## src/rtl/hsvrgb_pkg.sv

```systemverilog
`default_nettype none

package hsvrgb_pkg;

   localparam int FRAC_BITS    = 16;
   localparam int CHANNEL_BITS = 8;
   localparam int LEVEL_BITS   = FRAC_BITS + 1;
   localparam int SECTOR_BITS  = 3;

   localparam logic [LEVEL_BITS-1:0]   ONE_FX = {1'b1, {FRAC_BITS{1'b0}}};
   localparam logic [CHANNEL_BITS-1:0] CH_MAX = {CHANNEL_BITS{1'b1}};

   // Hue sectors, sixty degrees each
   localparam logic [SECTOR_BITS-1:0] SEC_RED     = 3'd0;
   localparam logic [SECTOR_BITS-1:0] SEC_YELLOW  = 3'd1;
   localparam logic [SECTOR_BITS-1:0] SEC_GREEN   = 3'd2;
   localparam logic [SECTOR_BITS-1:0] SEC_CYAN    = 3'd3;
   localparam logic [SECTOR_BITS-1:0] SEC_BLUE    = 3'd4;
   localparam logic [SECTOR_BITS-1:0] SEC_MAGENTA = 3'd5;

   typedef struct packed {
      logic [FRAC_BITS-1:0]  hue;
      logic [LEVEL_BITS-1:0] saturation;
      logic [LEVEL_BITS-1:0] brightness;
   } req_type;

   typedef struct packed {
      logic [CHANNEL_BITS-1:0] red;
      logic [CHANNEL_BITS-1:0] green;
      logic [CHANNEL_BITS-1:0] blue;
   } rsp_type;

endpackage

`default_nettype wire

```

## src/rtl/hsvrgb_to_channel.sv

```systemverilog
`default_nettype none

module hsvrgb_to_channel
   import hsvrgb_pkg::*;
(
   input  wire logic [LEVEL_BITS-1:0]   level,
   output logic      [CHANNEL_BITS-1:0] chan
);

   localparam int PROD_BITS = LEVEL_BITS + CHANNEL_BITS;

   logic [PROD_BITS-1:0] prod;

   // A level of exactly one lands on the top code, so no clamp is needed
   assign prod = PROD_BITS'(level) * PROD_BITS'(CH_MAX);
   assign chan = prod[FRAC_BITS +: CHANNEL_BITS];

endmodule

`default_nettype wire

```

## src/rtl/hsv_to_rgb_convert.sv

```systemverilog
`default_nettype none

// HSV to RGB pixel converter. One pixel beat enters per clock while req_stall is
// low; its RGB beat passes through a four-stage pipeline to the rsp port: clamp and
// hue times six, the saturation products and p, the q and t products, then sector
// selection and scaling to channel codes into the output register. Throughput is
// one pixel per clock while rsp_stall is low, set by the fully pipelined
// multipliers; rsp_stall holds the pipeline, empty stages still fill while stalled,
// and req_stall rises only once every stage is occupied. Hue wraps on whole turns;
// saturation and value above 1.0 clamp to 1.0.
module hsv_to_rgb_convert
   import hsvrgb_pkg::*;
(
   input  wire logic    clock,
   input  wire logic    reset,
   input  wire logic    req_valid,
   output logic         req_stall,
   input  wire req_type req_data,
   output logic         rsp_valid,
   input  wire logic    rsp_stall,
   output rsp_type      rsp_data
);

   localparam int SCALED_BITS = FRAC_BITS + SECTOR_BITS;
   localparam int PROD_BITS   = 2 * LEVEL_BITS;

   logic rdy1, rdy2, rdy3, rdy4;

   // stage 1: clamp, hue times six
   logic [SCALED_BITS-1:0] scaled;
   logic [SECTOR_BITS-1:0] s1_sector_in, s1_sector_ff;
   logic [FRAC_BITS-1:0]   s1_frac_in, s1_frac_ff;
   logic [LEVEL_BITS-1:0]  s1_sat_in, s1_sat_ff;
   logic [LEVEL_BITS-1:0]  s1_val_in, s1_val_ff;
   logic                   s1_valid_ff;

   // stage 2: s*f, s*(1-f), p
   logic [LEVEL_BITS-1:0]  one_minus_f, one_minus_s;
   logic [PROD_BITS-1:0]   sf_prod, sf1_prod, p_prod;
   logic [SECTOR_BITS-1:0] s2_sector_ff;
   logic [LEVEL_BITS-1:0]  s2_val_ff;
   logic [LEVEL_BITS-1:0]  s2_sf_in, s2_sf_ff;
   logic [LEVEL_BITS-1:0]  s2_sf1_in, s2_sf1_ff;
   logic [LEVEL_BITS-1:0]  s2_p_in, s2_p_ff;
   logic                   s2_valid_ff;

   // stage 3: q, t
   logic [PROD_BITS-1:0]   q_prod, t_prod;
   logic [SECTOR_BITS-1:0] s3_sector_ff;
   logic [LEVEL_BITS-1:0]  s3_val_ff;
   logic [LEVEL_BITS-1:0]  s3_p_ff;
   logic [LEVEL_BITS-1:0]  s3_q_in, s3_q_ff;
   logic [LEVEL_BITS-1:0]  s3_t_in, s3_t_ff;
   logic                   s3_valid_ff;

   // stage 4: sector select, channel scaling
   logic [LEVEL_BITS-1:0]  lvl_r, lvl_g, lvl_b;
   rsp_type                s4_data_in, s4_data_ff;
   logic                   s4_valid_ff;

   // A stage takes a new beat when it is empty or its contents move on
   assign rdy4      = !s4_valid_ff || !rsp_stall;
   assign rdy3      = !s3_valid_ff || rdy4;
   assign rdy2      = !s2_valid_ff || rdy3;
   assign rdy1      = !s1_valid_ff || rdy2;
   assign req_stall = !rdy1;

   assign scaled       = (SCALED_BITS'(req_data.hue) << 2) + (SCALED_BITS'(req_data.hue) << 1);
   assign s1_sector_in = scaled[FRAC_BITS +: SECTOR_BITS];
   assign s1_frac_in   = scaled[FRAC_BITS-1:0];
   assign s1_sat_in    = (req_data.saturation > ONE_FX) ? ONE_FX : req_data.saturation;
   assign s1_val_in    = (req_data.brightness > ONE_FX) ? ONE_FX : req_data.brightness;

   always_ff @(posedge clock) begin
      if (reset) begin
         s1_valid_ff <= 1'b0;
      end else if (rdy1) begin
         s1_valid_ff <= req_valid;
      end
      if (rdy1) begin
         s1_sector_ff <= s1_sector_in;
         s1_frac_ff   <= s1_frac_in;
         s1_sat_ff    <= s1_sat_in;
         s1_val_ff    <= s1_val_in;
      end
   end

   // Zero saturation needs no special path: p, q and t all come out equal to v
   assign one_minus_f = ONE_FX - LEVEL_BITS'(s1_frac_ff);
   assign one_minus_s = ONE_FX - s1_sat_ff;
   assign sf_prod     = PROD_BITS'(s1_sat_ff) * PROD_BITS'(s1_frac_ff);
   assign sf1_prod    = PROD_BITS'(s1_sat_ff) * PROD_BITS'(one_minus_f);
   assign p_prod      = PROD_BITS'(s1_val_ff) * PROD_BITS'(one_minus_s);
   assign s2_sf_in    = sf_prod[FRAC_BITS +: LEVEL_BITS];
   assign s2_sf1_in   = sf1_prod[FRAC_BITS +: LEVEL_BITS];
   assign s2_p_in     = p_prod[FRAC_BITS +: LEVEL_BITS];

   always_ff @(posedge clock) begin
      if (reset) begin
         s2_valid_ff <= 1'b0;
      end else if (rdy2) begin
         s2_valid_ff <= s1_valid_ff;
      end
      if (rdy2) begin
         s2_sector_ff <= s1_sector_ff;
         s2_val_ff    <= s1_val_ff;
         s2_sf_ff     <= s2_sf_in;
         s2_sf1_ff    <= s2_sf1_in;
         s2_p_ff      <= s2_p_in;
      end
   end

   assign q_prod  = PROD_BITS'(s2_val_ff) * PROD_BITS'(ONE_FX - s2_sf_ff);
   assign t_prod  = PROD_BITS'(s2_val_ff) * PROD_BITS'(ONE_FX - s2_sf1_ff);
   assign s3_q_in = q_prod[FRAC_BITS +: LEVEL_BITS];
   assign s3_t_in = t_prod[FRAC_BITS +: LEVEL_BITS];

   always_ff @(posedge clock) begin
      if (reset) begin
         s3_valid_ff <= 1'b0;
      end else if (rdy3) begin
         s3_valid_ff <= s2_valid_ff;
      end
      if (rdy3) begin
         s3_sector_ff <= s2_sector_ff;
         s3_val_ff    <= s2_val_ff;
         s3_p_ff      <= s2_p_ff;
         s3_q_ff      <= s3_q_in;
         s3_t_ff      <= s3_t_in;
      end
   end

   always_comb begin
      case (s3_sector_ff)
         SEC_RED: begin
            lvl_r = s3_val_ff; lvl_g = s3_t_ff;   lvl_b = s3_p_ff;
         end
         SEC_YELLOW: begin
            lvl_r = s3_q_ff;   lvl_g = s3_val_ff; lvl_b = s3_p_ff;
         end
         SEC_GREEN: begin
            lvl_r = s3_p_ff;   lvl_g = s3_val_ff; lvl_b = s3_t_ff;
         end
         SEC_CYAN: begin
            lvl_r = s3_p_ff;   lvl_g = s3_q_ff;   lvl_b = s3_val_ff;
         end
         SEC_BLUE: begin
            lvl_r = s3_t_ff;   lvl_g = s3_p_ff;   lvl_b = s3_val_ff;
         end
         default: begin
            lvl_r = s3_val_ff; lvl_g = s3_p_ff;   lvl_b = s3_q_ff;
         end
      endcase
   end

   hsvrgb_to_channel u_chan_r (.level(lvl_r), .chan(s4_data_in.red));
   hsvrgb_to_channel u_chan_g (.level(lvl_g), .chan(s4_data_in.green));
   hsvrgb_to_channel u_chan_b (.level(lvl_b), .chan(s4_data_in.blue));

   always_ff @(posedge clock) begin
      if (reset) begin
         s4_valid_ff <= 1'b0;
      end else if (rdy4) begin
         s4_valid_ff <= s3_valid_ff;
      end
      if (rdy4) begin
         s4_data_ff <= s4_data_in;
      end
   end

   assign rsp_valid = s4_valid_ff;
   assign rsp_data  = s4_data_ff;

endmodule

`default_nettype wire

```

## config.mk

```make
export PLATFORM = sky130hd
export DESIGN_NAME = hsv_to_rgb_convert
export DESIGN_NICKNAME = d
export VERILOG_FILES = /design/src/rtl/hsvrgb_pkg.sv /design/src/rtl/hsvrgb_to_channel.sv /design/src/rtl/hsv_to_rgb_convert.sv
export SDC_FILE = /design/constraint.sdc
export NUM_CORES = 2
export LEC_CHECK = 0
export ABC_AREA = 1
export BUFFER_PORTS_ARGS = -buffer_cell sky130_fd_sc_hd__buf_4
export CORE_MARGIN = 2
export CORE_UTILIZATION = 35
export CTS_CLUSTER_SIZE = 25
export DETAILED_ROUTE_END_ITERATION = 8
export SLEW_MARGIN = 10
export SYNTH_ARGS = -nofsm -noshare
export SYNTH_HDL_FRONTEND = slang
export SYNTH_SLANG_ARGS = --single-unit
```

## constraint.sdc

```tcl
create_clock -name clock -period 6.2 [get_ports clock]
set_input_delay 0.31 -clock clock [delete_from_list [all_inputs] [get_ports clock]]
set_output_delay 0.31 -clock clock [all_outputs]
set_load 0.03 [all_outputs]
```

==> report_table.html <==
<table>
<tr><th>Metric</th><th>Value</th></tr>
<tr><th colspan="2">Drt</th></tr>
<tr><td>Overall via count from detail_route</td><td>56900</td></tr>
<tr><td>Residual DRC</td><td>0</td></tr>
<tr><td>Post-detailed-route via-to-cell ratio</td><td>4.88</td></tr>
<tr><td>ANT nets after route</td><td>0</td></tr>
<tr><td>First drt pass iteration count</td><td>6</td></tr>
<tr><td>Total wire length after detailed routing</td><td>208 mm</td></tr>
<tr><td>DR WL/cell</td><td>17.9 microns</td></tr>
<tr><td>Number of DRC violations after detailed-routing iteration 0</td><td>3600</td></tr>
<tr><th colspan="2">Floorplanning</th></tr>
<tr><td>Chip Width</td><td>443 microns</td></tr>
<tr><td>Die footprint</td><td>0.197 sq mm</td></tr>
<tr><td>Count of standard-cell rows</td><td>161</td></tr>
<tr><td>DIE HEIGHT</td><td>~440 microns</td></tr>
<tr><td>Total I/O pin count</td><td>80</td></tr>
<tr><td>Initial standard-cell utilization of the core</td><td>between 30% and 40%</td></tr>
<tr><td>Core Region</td><td>0.192 sq mm</td></tr>
<tr><th colspan="2">STA</th></tr>
<tr><td>Number of max-slew violations in the final report</td><td>0</td></tr>
<tr><td>Post-route fraction of the period consumed by the critical path</td><td>104%</td></tr>
<tr><td>Largest clock skew in the final design</td><td>29.1 ps</td></tr>
<tr><td>Slack of the critical path</td><td>-217 ps</td></tr>
<tr><td>Clock period minus final worst setup slack</td><td>roughly 6400 ps</td></tr>
<tr><td>RSZ-0062 raised after global routing</td><td>true</td></tr>
<tr><td>Maximum achievable frequency</td><td>156 MHz</td></tr>
<tr><td>Final hold viol count</td><td>0</td></tr>
<tr><td>Final Setup Violations</td><td>57</td></tr>
<tr><td>Transition at the pin with the smallest max-transition slack</td><td>1010 ps</td></tr>
<tr><td>Normalized max-slew margin</td><td>32.5%</td></tr>
<tr><th colspan="2">Worst hold path</th></tr>
<tr><td>Worst Min Path Start</td><td>req_data[15]</td></tr>
<tr><td>Type of the tightest min-delay check</td><td>in -&gt; reg</td></tr>
<tr><th colspan="2">Logic synthesis</th></tr>
<tr><td>Top cell type by total area after synthesis</td><td>sky130_fd_sc_hd__fa_1</td></tr>
<tr><td>Number of distinct library cells after synthesis</td><td>60</td></tr>
<tr><td>Combinational family with the most area after synthesis</td><td>adder cells</td></tr>
<tr><td>Top_reg_cell synth</td><td>sky130_fd_sc_hd__edfxtp_1</td></tr>
<tr><td>Proportion of netlist area held by the largest area contributor</td><td>approximately two fifths</td></tr>
<tr><td>Syn_area_per_cell</td><td>between 8 and 9 sq um</td></tr>
<tr><td>Gate count after technology mapping</td><td>8420</td></tr>
<tr><td>Post-synthesis simple-gate area fraction</td><td>17.4%</td></tr>
<tr><td>Synthesized-area fraction occupied by ao, oa, aoi and oai cells</td><td>between 5 and 6%</td></tr>
<tr><td>Yosys warning total</td><td>0</td></tr>
<tr><td>Share of synthesized registers carrying an async set or reset</td><td>0%</td></tr>
<tr><td>Post-Syn Area</td><td>0.0675 sq mm</td></tr>
<tr><td>Share of cell area taken by muxes after synthesis</td><td>0%</td></tr>
<tr><td>Register bit total from synthesis</td><td>222</td></tr>
<tr><td>Mapped Nets</td><td>10500</td></tr>
<tr><td>Number of enable flip-flop cells after synthesis</td><td>218</td></tr>
<tr><td>Post-synthesis xor/xnor area fraction</td><td>1.37%</td></tr>
<tr><td>Register area share after synthesis</td><td>under 10%</td></tr>
<tr><td>Synth top area cells</td><td>sky130_fd_sc_hd__fa_1 (39%), sky130_fd_sc_hd__inv_1 (13%), sky130_fd_sc_hd__ha_1 (12%)</td></tr>
<tr><td>Adder and majority cell fraction of the synthesized area</td><td>just over 50%</td></tr>
<tr><th colspan="2">CTS</th></tr>
<tr><td>Clock latency on the worst-skew pair</td><td>roughly 640 ps</td></tr>
<tr><td>Number of buffers on the longest clock path</td><td>3</td></tr>
<tr><td>Worst-path clk slew</td><td>60 ps</td></tr>
<tr><td>Clock sink count</td><td>222</td></tr>
<tr><td>TritonCTS clock tree</td><td>yes</td></tr>
<tr><td>Cell at the root of the clock tree</td><td>sky130_fd_sc_hd__clkbuf_16</td></tr>
<tr><td>H-tree Lvls</td><td>1</td></tr>
<tr><td>Num CTS Buffers</td><td>29</td></tr>
<tr><th colspan="2">Status</th></tr>
<tr><td>Status</td><td>finished, violations left</td></tr>
<tr><td>Violations in the final reports</td><td>negative setup slack</td></tr>
<tr><th colspan="2">Finish</th></tr>
<tr><td>Most used cells in the layout excluding fill and tap cells</td><td>sky130_fd_sc_hd__inv_1 (2171), sky130_fd_sc_hd__nand2_1 (1625), sky130_fd_sc_hd__fa_1 (1285)</td></tr>
<tr><td>Count of placed standard cells in the final layout, fillers left out</td><td>11700</td></tr>
<tr><td>Fraction of layout cells with a size suffix above 1</td><td>18.6%</td></tr>
<tr><td>Syn-to-layout area delta</td><td>21.1%</td></tr>
<tr><td>Nets@finish</td><td>11200</td></tr>
<tr><td>Flip-flop count of the largest register after layout</td><td>24</td></tr>
<tr><td>Leading cell type in the layout, fill and taps excluded</td><td>sky130_fd_sc_hd__inv_1</td></tr>
<tr><td># fillers</td><td>19100</td></tr>
<tr><th colspan="2">Global routing</th></tr>
<tr><td>Pin count of the biggest net entering global routing</td><td>60</td></tr>
<tr><td>GRT Overall Usage</td><td>21.2%</td></tr>
<tr><td>Met2 GRT Util</td><td>36.0%</td></tr>
<tr><td>Wire length of the first global-routing pass</td><td>331 mm</td></tr>
<tr><td>Met3 capacity usage during global routing</td><td>under 10%</td></tr>
<tr><td>Top Usage Layer GRT</td><td>met2</td></tr>
<tr><td>Global routing met1 resource utilization</td><td>27.6%</td></tr>
<tr><td>Antenna violations before repair</td><td>3</td></tr>
<tr><td>Via count of the first global-routing pass</td><td>~61000</td></tr>
<tr><td>Remaining global-route overflow</td><td>0</td></tr>
<tr><th colspan="2">Placement</th></tr>
<tr><td>DP Cell Count</td><td>11500</td></tr>
<tr><td>Half-perimeter wire length after detailed placement</td><td>approximately 170 mm</td></tr>
<tr><td>Final GP Congestion</td><td>0.981</td></tr>
<tr><td>Count of input and output buffers</td><td>79</td></tr>
<tr><th colspan="2">Setup path</th></tr>
<tr><td>Crit path top cell by count</td><td>sky130_fd_sc_hd__fa_1</td></tr>
<tr><td>Launching element type of the critical path</td><td>flip-flop</td></tr>
<tr><td>Highest cell delay on the worst timing path</td><td>540 ps</td></tr>
<tr><td>Crit Path Category</td><td>reg -&gt; reg</td></tr>
<tr><td>Highest-delay cell along the critical path</td><td>sky130_fd_sc_hd__fa_1</td></tr>
<tr><td>Data arrival, critical path</td><td>slightly below 7000 ps</td></tr>
<tr><td>Top fanout value on the critical path</td><td>6</td></tr>
<tr><td>FF-to-FF Start</td><td>s1_frac_ff[1]</td></tr>
<tr><td>Endpoint required time on the critical path</td><td>6590 ps</td></tr>
<tr><td>Endpoint kind of the worst setup timing path</td><td>flip-flop</td></tr>
<tr><td>Worst setup path startpoint</td><td>s1_frac_ff[1]</td></tr>
<tr><th colspan="2">Job</th></tr>
<tr><td>Number of max-cap violations</td><td>0</td></tr>
</table>
worst max-delay path: cells and delay by family (launching register included):
family | cells | cell delay, ps
flip-flops | 1 | 410
AO/OA/AOI/OAI | 5 | 790
adder cells (fa/ha/maj) | 8 | 3300
AND/OR/NAND/NOR | 10 | 900
buffers and inverters | 6 | 640
XOR/XNOR | 1 | 160
cell usage after synthesis (51+ instances only):
master                     count
sky130_fd_sc_hd__a21oi_1     233
sky130_fd_sc_hd__clkbuf_1    160
sky130_fd_sc_hd__edfxtp_1    218
sky130_fd_sc_hd__fa_1       1321
sky130_fd_sc_hd__ha_1        673
sky130_fd_sc_hd__inv_1      2294
sky130_fd_sc_hd__nand2_1    1781
sky130_fd_sc_hd__nand3_1     207
sky130_fd_sc_hd__nor2_1      727
sky130_fd_sc_hd__nor3_1       51
sky130_fd_sc_hd__o21ai_0     170
sky130_fd_sc_hd__xor2_1       81
cells by family (layout without fill, tap and decap cells):
kind of cell / after synthesis / in the layout
compound gates: 618 / 618
xor+xnor: 106 / 106
fa+ha+maj: 1994 / 1994
buf+inv: 2571 / 3295
flops: 222 / 222
other cells: 0 / 2
simple gates: 2909 / 2909
through the flow:
stage	TNS (ps)	setup WS, ps	cell area [sq um]	utilization, %	hold WS (ps)
2_1_floorplan	-20.8	-20.8	67700	-	379
3_3_place_gp	-15670	-447	76000	39.5	402
3_5_place_dp	-20040	-449	76000	39.5	405
4_1_cts	-4310	-173	80000	41.6	2.03
5_1_grt	-21260	-451	81800	42.6	35.4
6_report	-5520	-217	81800	42.6	27.0
final timing paths:
check	end	slack, ps	cells after the start
setup / recovery	s2_sf1_ff[11]	-220	30
hold / removal	s1_val_ff[15]	30	3
setup reg to reg	s2_sf1_ff[11]	-220	30
hold reg to reg	s3_p_ff[4]	420	0
metal layers:
metal  part of all wire [%]  vias up
li1                       -    26300
met1                     42    28400
met2                     48     1822
met3                    6.3      411
met4                    4.2        0
met5                      0        -
timing repair:
action	in CTS	in global routing
hold endpoints to repair	28	0
hold buffers	26	0
pin swaps	232	217
resized for setup	575	408
cloned	2	1
buffers inserted	64	41
setup endpoints to repair	68	85
final cells by class:
class / count / area (sq um) / share of cell area, %
diodes: 2 / 5.00 / 0.00612
clock buffers: 34 / 744 / 0.910
clock inverters: 20 / 239 / 0.292
inverters: 2331 / 8810 / 10.8
multi-input cells: 5627 / 54700 / 66.8
flip-flops and latches: 222 / 6630 / 8.10
well taps: 2526 / 3160 / 3.86
repair buffers: 908 / 7530 / 9.21
repair inverters: 2 / 15.0 / 0.0184
Power is not shown: default switching activity piles up to over one toggle a cycle in this logic, so the estimate is an artifact.
